--- src/design/assert_macros.svh ---
// assert_macros.svh: assertion macros shared by the stack RTL.
// Uses the signals clock and reset of the including module.
`ifndef ASSERT_MACROS_SVH
`define ASSERT_MACROS_SVH

// Property checked on every rising clock edge outside reset.
`define SLS_ASSERT(label, prop, msg) \
   label: assert property (@(posedge clock) disable iff (reset) prop) \
      else $error(msg);

// Condition that must never be seen.
`define SLS_NEVER(label, cond, msg) \
   `SLS_ASSERT(label, !(cond), msg)

`endif

--- src/design/sls_pkg.sv ---
// sls_pkg: types, codes and sizes for the sortable LIFO stack.
// No dependencies; used by every module of the block.
`default_nettype none

package sls_pkg;

   localparam int DEPTH   = 16;
   localparam int IDX_W   = $clog2(DEPTH);
   localparam int CNT_W   = $clog2(DEPTH + 1);
   localparam int WORD_W  = 32;
   localparam int MODE_W  = 3;
   localparam int STAT_W  = 2;
   localparam int ENTRY_W = 5;

   // operation codes
   localparam logic [MODE_W-1:0] MODE_PUSH    = 3'd0;
   localparam logic [MODE_W-1:0] MODE_POP     = 3'd1;
   localparam logic [MODE_W-1:0] MODE_PEEK    = 3'd2;
   localparam logic [MODE_W-1:0] MODE_REPLACE = 3'd3;
   localparam logic [MODE_W-1:0] MODE_SORT    = 3'd4;
   localparam logic [MODE_W-1:0] MODE_REVERSE = 3'd5;

   // status codes
   localparam logic [STAT_W-1:0] STAT_OK    = 2'd0;
   localparam logic [STAT_W-1:0] STAT_EMPTY = 2'd1;
   localparam logic [STAT_W-1:0] STAT_FULL  = 2'd2;

   typedef logic signed [WORD_W-1:0] word_type;

   typedef struct packed {
      logic [MODE_W-1:0] mode;
      word_type          value;
   } req_payload_type;

   typedef struct packed {
      word_type           result_value;
      logic [STAT_W-1:0]  status;
      logic [ENTRY_W-1:0] entry_count;
   } rsp_payload_type;

   // what each cell does this cycle
   typedef enum logic [2:0] {
      CELL_HOLD,
      CELL_PUSH,      // take left neighbor (cell 0 takes the request value)
      CELL_POP,       // take right neighbor
      CELL_LOAD_TOP,  // cell 0 takes the request value
      CELL_TAG_INIT,  // tag = own position
      CELL_SORT_VAL,  // compare-exchange on signed word
      CELL_SORT_TAG   // compare-exchange on position tag
   } cell_op_type;

   typedef struct packed {
      cell_op_type      op;
      logic             phase;
      logic [CNT_W-1:0] count;
   } cell_cmd_type;

   typedef enum logic {
      ST_IDLE,
      ST_SORT
   } ctrl_state_type;

endpackage

`default_nettype wire

--- src/design/sls_cell.sv ---
// sls_cell: one stack entry with its position tag; shifts and compare-exchanges
// with its neighbors. Depends on sls_pkg.
`default_nettype none

module sls_cell
   import sls_pkg::*;
(
   input  wire logic             clock,
   input  wire cell_cmd_type     cmd,
   input  wire logic [IDX_W-1:0] cell_index,
   input  wire word_type         left_word,
   input  wire logic [IDX_W-1:0] left_tag,
   input  wire word_type         right_word,
   input  wire logic [IDX_W-1:0] right_tag,
   output word_type              word_out,
   output logic [IDX_W-1:0]      tag_out
);

   word_type         word_ff, word_in;
   logic [IDX_W-1:0] tag_ff, tag_in;
   logic             lo_member, hi_member;
   logic             less_right, less_left, by_tag;

   always_comb begin
      by_tag    = (cmd.op == CELL_SORT_TAG);
      // lower slot of an active pair: partner is to the right
      lo_member = (cell_index[0] == cmd.phase) &&
                  ((CNT_W'(cell_index) + CNT_W'(1)) < cmd.count);
      // upper slot of an active pair: partner is to the left
      hi_member = (cell_index[0] != cmd.phase) && (cell_index != '0) &&
                  (CNT_W'(cell_index) < cmd.count);
      less_right = by_tag ? (tag_ff < right_tag) : (word_ff < right_word);
      less_left  = by_tag ? (left_tag < tag_ff)  : (left_word < word_ff);

      word_in = word_ff;
      tag_in  = tag_ff;
      unique case (cmd.op)
         CELL_HOLD: begin
         end
         CELL_PUSH: begin
            word_in = left_word;
            tag_in  = left_tag;
         end
         CELL_POP: begin
            word_in = right_word;
            tag_in  = right_tag;
         end
         CELL_LOAD_TOP: begin
            if (cell_index == '0) begin
               word_in = left_word;
            end
         end
         CELL_TAG_INIT: begin
            tag_in = cell_index;
         end
         CELL_SORT_VAL, CELL_SORT_TAG: begin
            // larger key moves toward cell 0 (top of stack)
            if (lo_member && less_right) begin
               word_in = right_word;
               tag_in  = right_tag;
            end else if (hi_member && less_left) begin
               word_in = left_word;
               tag_in  = left_tag;
            end
         end
      endcase
   end

   always_ff @(posedge clock) begin
      word_ff <= word_in;
      tag_ff  <= tag_in;
   end

   assign word_out = word_ff;
   assign tag_out  = tag_ff;

endmodule

`default_nettype wire

--- src/design/sls_ctrl.sv ---
// sls_ctrl: fill count, sort sequencer, request/response handshakes and the
// response register. Depends on sls_pkg.
`default_nettype none

module sls_ctrl
   import sls_pkg::*;
(
   input  wire logic            clock,
   input  wire logic            reset,
   input  wire logic            req_valid,
   output logic                 req_ready,
   input  wire req_payload_type req_data,
   output logic                 rsp_valid,
   input  wire logic            rsp_ready,
   output rsp_payload_type      rsp_data,
   input  wire word_type        top_word,
   output cell_cmd_type         cell_cmd
);

   ctrl_state_type   state_ff, state_in;
   logic [CNT_W-1:0] count_ff, count_in;
   logic [IDX_W-1:0] round_ff, round_in;
   logic             key_tag_ff, key_tag_in;
   logic             rsp_valid_ff, rsp_valid_in;
   rsp_payload_type  rsp_data_ff, rsp_data_in;
   logic             accept, is_empty, is_full;
   word_type         res;
   logic [STAT_W-1:0] status;

   always_ff @(posedge clock) begin
      if (reset) begin
         state_ff     <= ST_IDLE;
         count_ff     <= '0;
         round_ff     <= '0;
         key_tag_ff   <= 1'b0;
         rsp_valid_ff <= 1'b0;
      end else begin
         state_ff     <= state_in;
         count_ff     <= count_in;
         round_ff     <= round_in;
         key_tag_ff   <= key_tag_in;
         rsp_valid_ff <= rsp_valid_in;
      end
   end

   always_ff @(posedge clock) begin
      rsp_data_ff <= rsp_data_in;
   end

   always_comb begin
      req_ready = (state_ff == ST_IDLE) && (!rsp_valid_ff || rsp_ready);
      accept    = req_valid && req_ready;
      is_empty  = (count_ff == '0);
      is_full   = (count_ff == CNT_W'(DEPTH));

      state_in     = state_ff;
      count_in     = count_ff;
      round_in     = round_ff;
      key_tag_in   = key_tag_ff;
      rsp_valid_in = rsp_valid_ff && !rsp_ready;
      rsp_data_in  = rsp_data_ff;
      res          = '0;
      status       = STAT_OK;

      cell_cmd.op    = CELL_HOLD;
      cell_cmd.phase = round_ff[0];
      cell_cmd.count = count_ff;

      unique case (state_ff)
         ST_IDLE: begin
            if (accept) begin
               unique case (req_data.mode)
                  MODE_PUSH: begin
                     if (is_full) begin
                        status = STAT_FULL;
                     end else begin
                        cell_cmd.op = CELL_PUSH;
                        count_in    = count_ff + CNT_W'(1);
                     end
                  end
                  MODE_POP: begin
                     if (is_empty) begin
                        status = STAT_EMPTY;
                     end else begin
                        res         = top_word;
                        cell_cmd.op = CELL_POP;
                        count_in    = count_ff - CNT_W'(1);
                     end
                  end
                  MODE_PEEK: begin
                     if (is_empty) begin
                        status = STAT_EMPTY;
                     end else begin
                        res = top_word;
                     end
                  end
                  MODE_REPLACE: begin
                     cell_cmd.op = CELL_LOAD_TOP;
                     if (is_empty) begin
                        status   = STAT_EMPTY;
                        count_in = CNT_W'(1);
                     end else begin
                        res = top_word;
                     end
                  end
                  MODE_SORT: begin
                     state_in   = ST_SORT;
                     round_in   = '0;
                     key_tag_in = 1'b0;
                  end
                  MODE_REVERSE: begin
                     cell_cmd.op = CELL_TAG_INIT;
                     state_in    = ST_SORT;
                     round_in    = '0;
                     key_tag_in  = 1'b1;
                  end
                  default: begin
                  end
               endcase
               if (state_in == ST_IDLE) begin
                  rsp_valid_in             = 1'b1;
                  rsp_data_in.result_value = res;
                  rsp_data_in.status       = status;
                  rsp_data_in.entry_count  = ENTRY_W'(count_in);
               end
            end
         end
         ST_SORT: begin
            cell_cmd.op = key_tag_ff ? CELL_SORT_TAG : CELL_SORT_VAL;
            round_in    = round_ff + IDX_W'(1);
            if (round_ff == IDX_W'(DEPTH - 1)) begin
               state_in                 = ST_IDLE;
               rsp_valid_in             = 1'b1;
               rsp_data_in.result_value = '0;
               rsp_data_in.status       = STAT_OK;
               rsp_data_in.entry_count  = ENTRY_W'(count_ff);
            end
         end
      endcase
   end

   assign rsp_valid = rsp_valid_ff;
   assign rsp_data  = rsp_data_ff;

endmodule

`default_nettype wire

--- src/design/sortable_lifo_stack.sv ---
// Sortable LIFO stack: DEPTH signed 32-bit entries held in a row of cells with
// the top of stack in cell 0. For push, pop, peek, replace and unknown codes the
// request is accepted and its response is registered at the same edge, so the
// response is valid the next cycle, and a new request is taken every cycle as
// long as the response side keeps up. Sort and reverse are first accepted, then
// run DEPTH rounds of odd-even compare-exchange between neighboring cells,
// alternating pair parity each round; no request is taken during the rounds.
// Reverse is the same network run on a position tag loaded into every cell at
// accept. Every request yields exactly one response. Depends on sls_pkg,
// sls_ctrl, sls_cell and assert_macros.svh.
`default_nettype none

`include "assert_macros.svh"

module sortable_lifo_stack
   import sls_pkg::*;
(
   input  wire logic            clock,
   input  wire logic            reset,
   input  wire logic            req_valid,
   output logic                 req_ready,
   input  wire req_payload_type req_data,
   output logic                 rsp_valid,
   input  wire logic            rsp_ready,
   output rsp_payload_type      rsp_data
);

   cell_cmd_type     cell_cmd;
   // chain taps: index i is cell i output; extra slot is the bottom boundary
   word_type         word_chain [DEPTH+1];
   logic [IDX_W-1:0] tag_chain  [DEPTH+1];
   // terms for the checks below
   logic             sorting, push_when_full, full_reported;

   // control, fill count and response register
   sls_ctrl u_ctrl (
      .clock     (clock),
      .reset     (reset),
      .req_valid (req_valid),
      .req_ready (req_ready),
      .req_data  (req_data),
      .rsp_valid (rsp_valid),
      .rsp_ready (rsp_ready),
      .rsp_data  (rsp_data),
      .top_word  (word_chain[0]),
      .cell_cmd  (cell_cmd)
   );

   // below the bottom cell there is nothing; a pop shifts in don't-care data
   assign word_chain[DEPTH] = '0;
   assign tag_chain[DEPTH]  = '0;

   for (genvar i = 0; i < DEPTH; i++) begin : g_cell
      word_type         left_word;
      logic [IDX_W-1:0] left_tag;

      if (i == 0) begin : g_top
         // cell 0 takes the request value on push and replace
         assign left_word = req_data.value;
         assign left_tag  = '0;
      end else begin : g_mid
         assign left_word = word_chain[i-1];
         assign left_tag  = tag_chain[i-1];
      end

      sls_cell u_cell (
         .clock      (clock),
         .cmd        (cell_cmd),
         .cell_index (IDX_W'(i)),
         .left_word  (left_word),
         .left_tag   (left_tag),
         .right_word (word_chain[i+1]),
         .right_tag  (tag_chain[i+1]),
         .word_out   (word_chain[i]),
         .tag_out    (tag_chain[i])
      );
   end

   // ---- checks ----
   assign sorting        = (cell_cmd.op == CELL_SORT_VAL) || (cell_cmd.op == CELL_SORT_TAG);
   assign push_when_full = req_valid && req_ready && (req_data.mode == MODE_PUSH) &&
                           (cell_cmd.count == CNT_W'(DEPTH));
   assign full_reported  = rsp_valid && (rsp_data.status == STAT_FULL);

   `SLS_NEVER(a_count_bound, cell_cmd.count > CNT_W'(DEPTH), "fill count above depth")

   `SLS_NEVER(a_no_req_while_sorting, sorting && req_ready, "request taken during sort rounds")

   `SLS_ASSERT(a_sort_keeps_count, sorting |=> $stable(cell_cmd.count), "count moved in sort")

   `SLS_ASSERT(a_push_full, push_when_full |=> full_reported, "full push not reported")

endmodule

`default_nettype wire

--- config.mk ---
export PLATFORM = sky130hd
export DESIGN_NAME = sortable_lifo_stack
export DESIGN_NICKNAME = d
export VERILOG_FILES = /design/src/design/sls_pkg.sv /design/src/design/sls_cell.sv /design/src/design/sls_ctrl.sv /design/src/design/sortable_lifo_stack.sv
export VERILOG_INCLUDE_DIRS = /design/src /design/src/design
export SDC_FILE = /design/constraint.sdc
export NUM_CORES = 2
export LEC_CHECK = 0
export BUFFER_PORTS_ARGS = -buffer_cell sky130_fd_sc_hd__buf_4
export CAP_MARGIN = 20
export CORE_UTILIZATION = 45
export DETAILED_ROUTE_END_ITERATION = 16
export GPL_TIMING_DRIVEN = 0
export SYNTH_ARGS = -nofsm -noshare
export SYNTH_HDL_FRONTEND = slang
export SYNTH_SLANG_ARGS = --single-unit
--- constraint.sdc ---
create_clock -name clock -period 7.17 [get_ports clock]
set_input_delay 0.3585 -clock clock [delete_from_list [all_inputs] [get_ports clock]]
set_output_delay 0.3585 -clock clock [all_outputs]
set_load 0.01 [all_outputs]
==> impl_results.md <==
- Top Usage Layer GRT: met2
- Commonest non-fill, non-tap cells in the layout: 615 x sky130_fd_sc_hd__edfxtp_1, 535 x sky130_fd_sc_hd__inv_1, 516 x sky130_fd_sc_hd__ha_1
- Setup TNS Final: 0 ns
- Number of buffers inserted during clock tree synthesis: 77
- Number of buffers between clock root and the deepest sink: 3
- Worst rel slew slack: about 22%
- Total routing resource utilization after global routing: about a quarter
- Routed wire length per instance: 21.0 um
- Number of setup violations in the final report: 0
- Number of nets in the final layout: about 4,600
- Largest net degree at the start of global routing: 37
- Commonest non-fill, non-tap cell in the layout: sky130_fd_sc_hd__edfxtp_1
- IO Count: 80
- Initial standard-cell utilization of the core: about 46%
- Outcome: finished, final reports clean
- Synthesis-to-finish area growth: 12.8%
- Setup repair after global routing missed its margin: false
- First-pass GRT wire length: between 150,000 and 200,000 um
- Vias in the first global route: 29,795
- Global routing usage on met1: a little under a third
- Vert. Die Dim: 305 um
- Number of pins exceeding their max-slew limit in the final report: 0
- Total number of H-tree levels: 3
- Worst slew pin tran: roughly 1.1 ns
- Number of buffers added on ports: 78
- Setup Skew: 0.0273 ns
- Crit path capture type: register
- Die Outline Area: between 90,000 and 100,000 um2
- Number of standard-cell rows in the floorplan: 110
- Time the worst path needs with I/O delays and setup: around 5.8 ns
- Detailed-route wire length: 111,000 um
- Global route total overflow: 0
- Fraction of final layout cells sized beyond drive strength 1: 8.41%
- Post-synth net total: 4,387
- Hold Vio Cnt, Final: 0
- Clk pin slew, worst setup/hold paths: around 0.06 ns
- Asr flop ratio synth: 0%
- Mean instance size in the synthesized netlist: approximately 11 um2
- Total standard cell area after synthesis: a little over 40,000 um2
- Resized Gates After CTS: 0
- Final HPWL DP: 89,400 um
- IR Drop Worst-Case VDD: roughly 200 uV
- Max Freq: 174 MHz
- Placeable core region: just over 90,000 um2
- Number of violations reported at the end of detailed-routing iteration 0: ~2,300
- Latest clock arrival within the worst-skew pair: around 0.64 ns
- Power Dens Cells: roughly 230 nW/um2
- Detailed Routing Iterations Pass 1: 6
- Root Buffer: sky130_fd_sc_hd__clkbuf_16
- Fraction of the yosys area taken by sequential cells: between 40% and 50%
- Kind of path behind the tightest hold check: in -> reg
- Antenna violations before repair: 1
- Number of sinks handled by clock tree synthesis: ~630
- Post-route DRC violation count: 0
- Fraction of met3 tracks used by global routing: 3.62%
- RePlAce Congestion: 0.942
- Met2 GRT Util: around two fifths
- Post-CTS Repair Setup Buffers: 0
- Commonest register cell after synthesis: sky130_fd_sc_hd__edfxtp_1
- Vias per inst: around 5.7
- Synth Register Bits: approximately 630
- Yosys warnings: 0
- CTS tree: yes
- Number of routed nets with antenna violations: 0
- Vias: between 20,000 and 30,000
- Netlist cell types: slightly below 90
- Tightest hold margin: approximately 0.095 ns
- Top fanout value on the critical path: 32
- Critical Path Start Type: register
- Die W: 305 um
- Number of antenna diodes: 0
- Start-to-end type of the worst setup path: reg -> reg
- Max Cap Violations: 0
- Arrival time of the worst setup path: ~6.0 ns
- Static leakage: 0.0209 uW
- Number of enable flip-flop cells after synthesis: between 600 and 700
- Cells after Synth: between 3,000 and 4,000
- Fraction of the cycle the final worst path needs: 80.3%
- Required time of the worst setup path: between 7 and 8 ns
power breakdown:
part           internal, uW  switching (uW)  total, uW
sequential             4530             257       4790
combinational           923            1400       2330
clock                  2080            1570       3650
total                  7530            3240      10800
registers in the layout, indices dropped and copies added, names as in the netlist:
| signal | count |
|---|---|
| g_cell.u_cell.word_out | 512 |
| g_cell.u_cell.tag_out | 64 |
| u_ctrl.rsp_data | 39 |
| u_ctrl.count_ff | 5 |
| u_ctrl.round_ff | 4 |
| u_ctrl.key_tag_ff | 1 |
| u_ctrl.rsp_valid | 1 |
| u_ctrl.state_ff | 1 |
synth_stat cells (27+ instances only):
| master | number | area share [%] |
|---|---|---|
| sky130_fd_sc_hd__buf_2 | 28 | 0.34 |
| sky130_fd_sc_hd__o311ai_0 | 38 | 0.80 |
| sky130_fd_sc_hd__clkbuf_1 | 77 | 0.70 |
| sky130_fd_sc_hd__a21o_1 | 101 | 1.8 |
| sky130_fd_sc_hd__o21ai_0 | 197 | 2.4 |
| sky130_fd_sc_hd__a21oi_1 | 213 | 2.6 |
| sky130_fd_sc_hd__nand2b_1 | 33 | 0.50 |
| sky130_fd_sc_hd__and2_1 | 74 | 1.1 |
| sky130_fd_sc_hd__a211oi_1 | 27 | 0.49 |
| sky130_fd_sc_hd__nor2_1 | 115 | 1.0 |
| sky130_fd_sc_hd__nor3_1 | 32 | 0.39 |
| sky130_fd_sc_hd__nand4_1 | 69 | 1.0 |
| sky130_fd_sc_hd__a22oi_1 | 78 | 1.4 |
| sky130_fd_sc_hd__nand2_1 | 221 | 2.0 |
| sky130_fd_sc_hd__mux2_2 | 42 | 1.1 |
| sky130_fd_sc_hd__mux2i_1 | 324 | 7.8 |
| sky130_fd_sc_hd__nand3_1 | 106 | 1.3 |
| sky130_fd_sc_hd__o211ai_1 | 51 | 0.93 |
| sky130_fd_sc_hd__edfxtp_1 | 615 | 45 |
| sky130_fd_sc_hd__ha_1 | 516 | 16 |
| sky130_fd_sc_hd__inv_1 | 536 | 4.9 |
metal layers:
metal | part of all wire [%] | vias up | routed length, um
met4 | 3.9 | 0 | 4330
met2 | 46 | 815 | 51200
met5 | 0 | - | 0
met3 | 5.7 | 181 | 6370
met1 | 44 | 14238 | 49100
li1 | - | 14642 | -
cell families (layout without fill, tap and decap cells):
group,after synthesis,after routing,share of synthesized area (%)
DFF,627,627,45.2
buffers and inverters,688,960,6.86
AOI/OAI and AO/OA,878,878,14.0
and+or+nand+nor,752,752,9.22
muxes,369,369,9.07
xor gates and xnor gates,2,2,0.0424
adders and majority gates,516,516,15.6
metrics by stage:
| stage | worst slack (ns) | instance area, um2 | utilization [%] | cells | total power [uW] |
|---|---|---|---|---|---|
| 4_1_cts | 1.71 | 46600 | 51.5 | 5279 | 10900 |
| 2_1_floorplan | 2.61 | 41400 | - | 3832 | 6350 |
| 3_3_place_gp | 0.195 | 43400 | 48.0 | 5086 | 7040 |
| 6_report | 1.41 | 46600 | 51.5 | 5280 | 10800 |
| 5_1_grt | 1.33 | 46600 | 51.5 | 5280 | 11300 |
| 3_5_place_dp | 1.74 | 44000 | 48.6 | 5109 | 7160 |
cell type report:
cell class	instances	area, um2
fill	8253	43900
multi-input combinational	2517	20000
clock buffer	100	2030
buffer	151	823
sequential	627	18700
clock inverter	37	289
inverter	537	2020
timing repair buffer	135	1320
tap	1176	1470
critical path, stage by stage (launching register included):
cell and delay (ns):
sky130_fd_sc_hd__dfxtp_1 0.42, sky130_fd_sc_hd__clkbuf_1 0.45, sky130_fd_sc_hd__inv_1 0.22, sky130_fd_sc_hd__ha_1 0.31, sky130_fd_sc_hd__or4b_1 0.18, sky130_fd_sc_hd__buf_2 0.19
sky130_fd_sc_hd__nor2_4 0.06, sky130_fd_sc_hd__o31ai_4 0.42, sky130_fd_sc_hd__nand3_2 0.39, sky130_fd_sc_hd__nand2_1 0.47, sky130_fd_sc_hd__clkbuf_1 0.62, sky130_fd_sc_hd__nor2_1 0.36
sky130_fd_sc_hd__buf_2 0.43, sky130_fd_sc_hd__nor2_4 0.78
what timing repair did:
action,in CTS,in global routing
hold endpoints to repair,34,0
setup endpoints to repair,0,0
hold buffers,33,0
final timing paths:
path / end / start / depth (start not counted) / slack (ns)
worst max-delay path: g_cell[13].u_cell.word_out[20]$_DFFE_PP_ / u_ctrl.count_ff[1]$_SDFFE_PP0P_ / 13 / 1.41
worst max register to register: g_cell[13].u_cell.word_out[20]$_DFFE_PP_ / u_ctrl.count_ff[1]$_SDFFE_PP0P_ / 13 / 1.41
worst min-delay path: u_ctrl.rsp_valid$_SDFF_PP0_ / rsp_ready / 3 / 0.09
worst min register to register: u_ctrl.round_ff[2]$_SDFFE_PP0P_ / u_ctrl.round_ff[2]$_SDFFE_PP0P_ / 1 / 0.50
No activity file was read; power rests on OpenSTA's default activity.
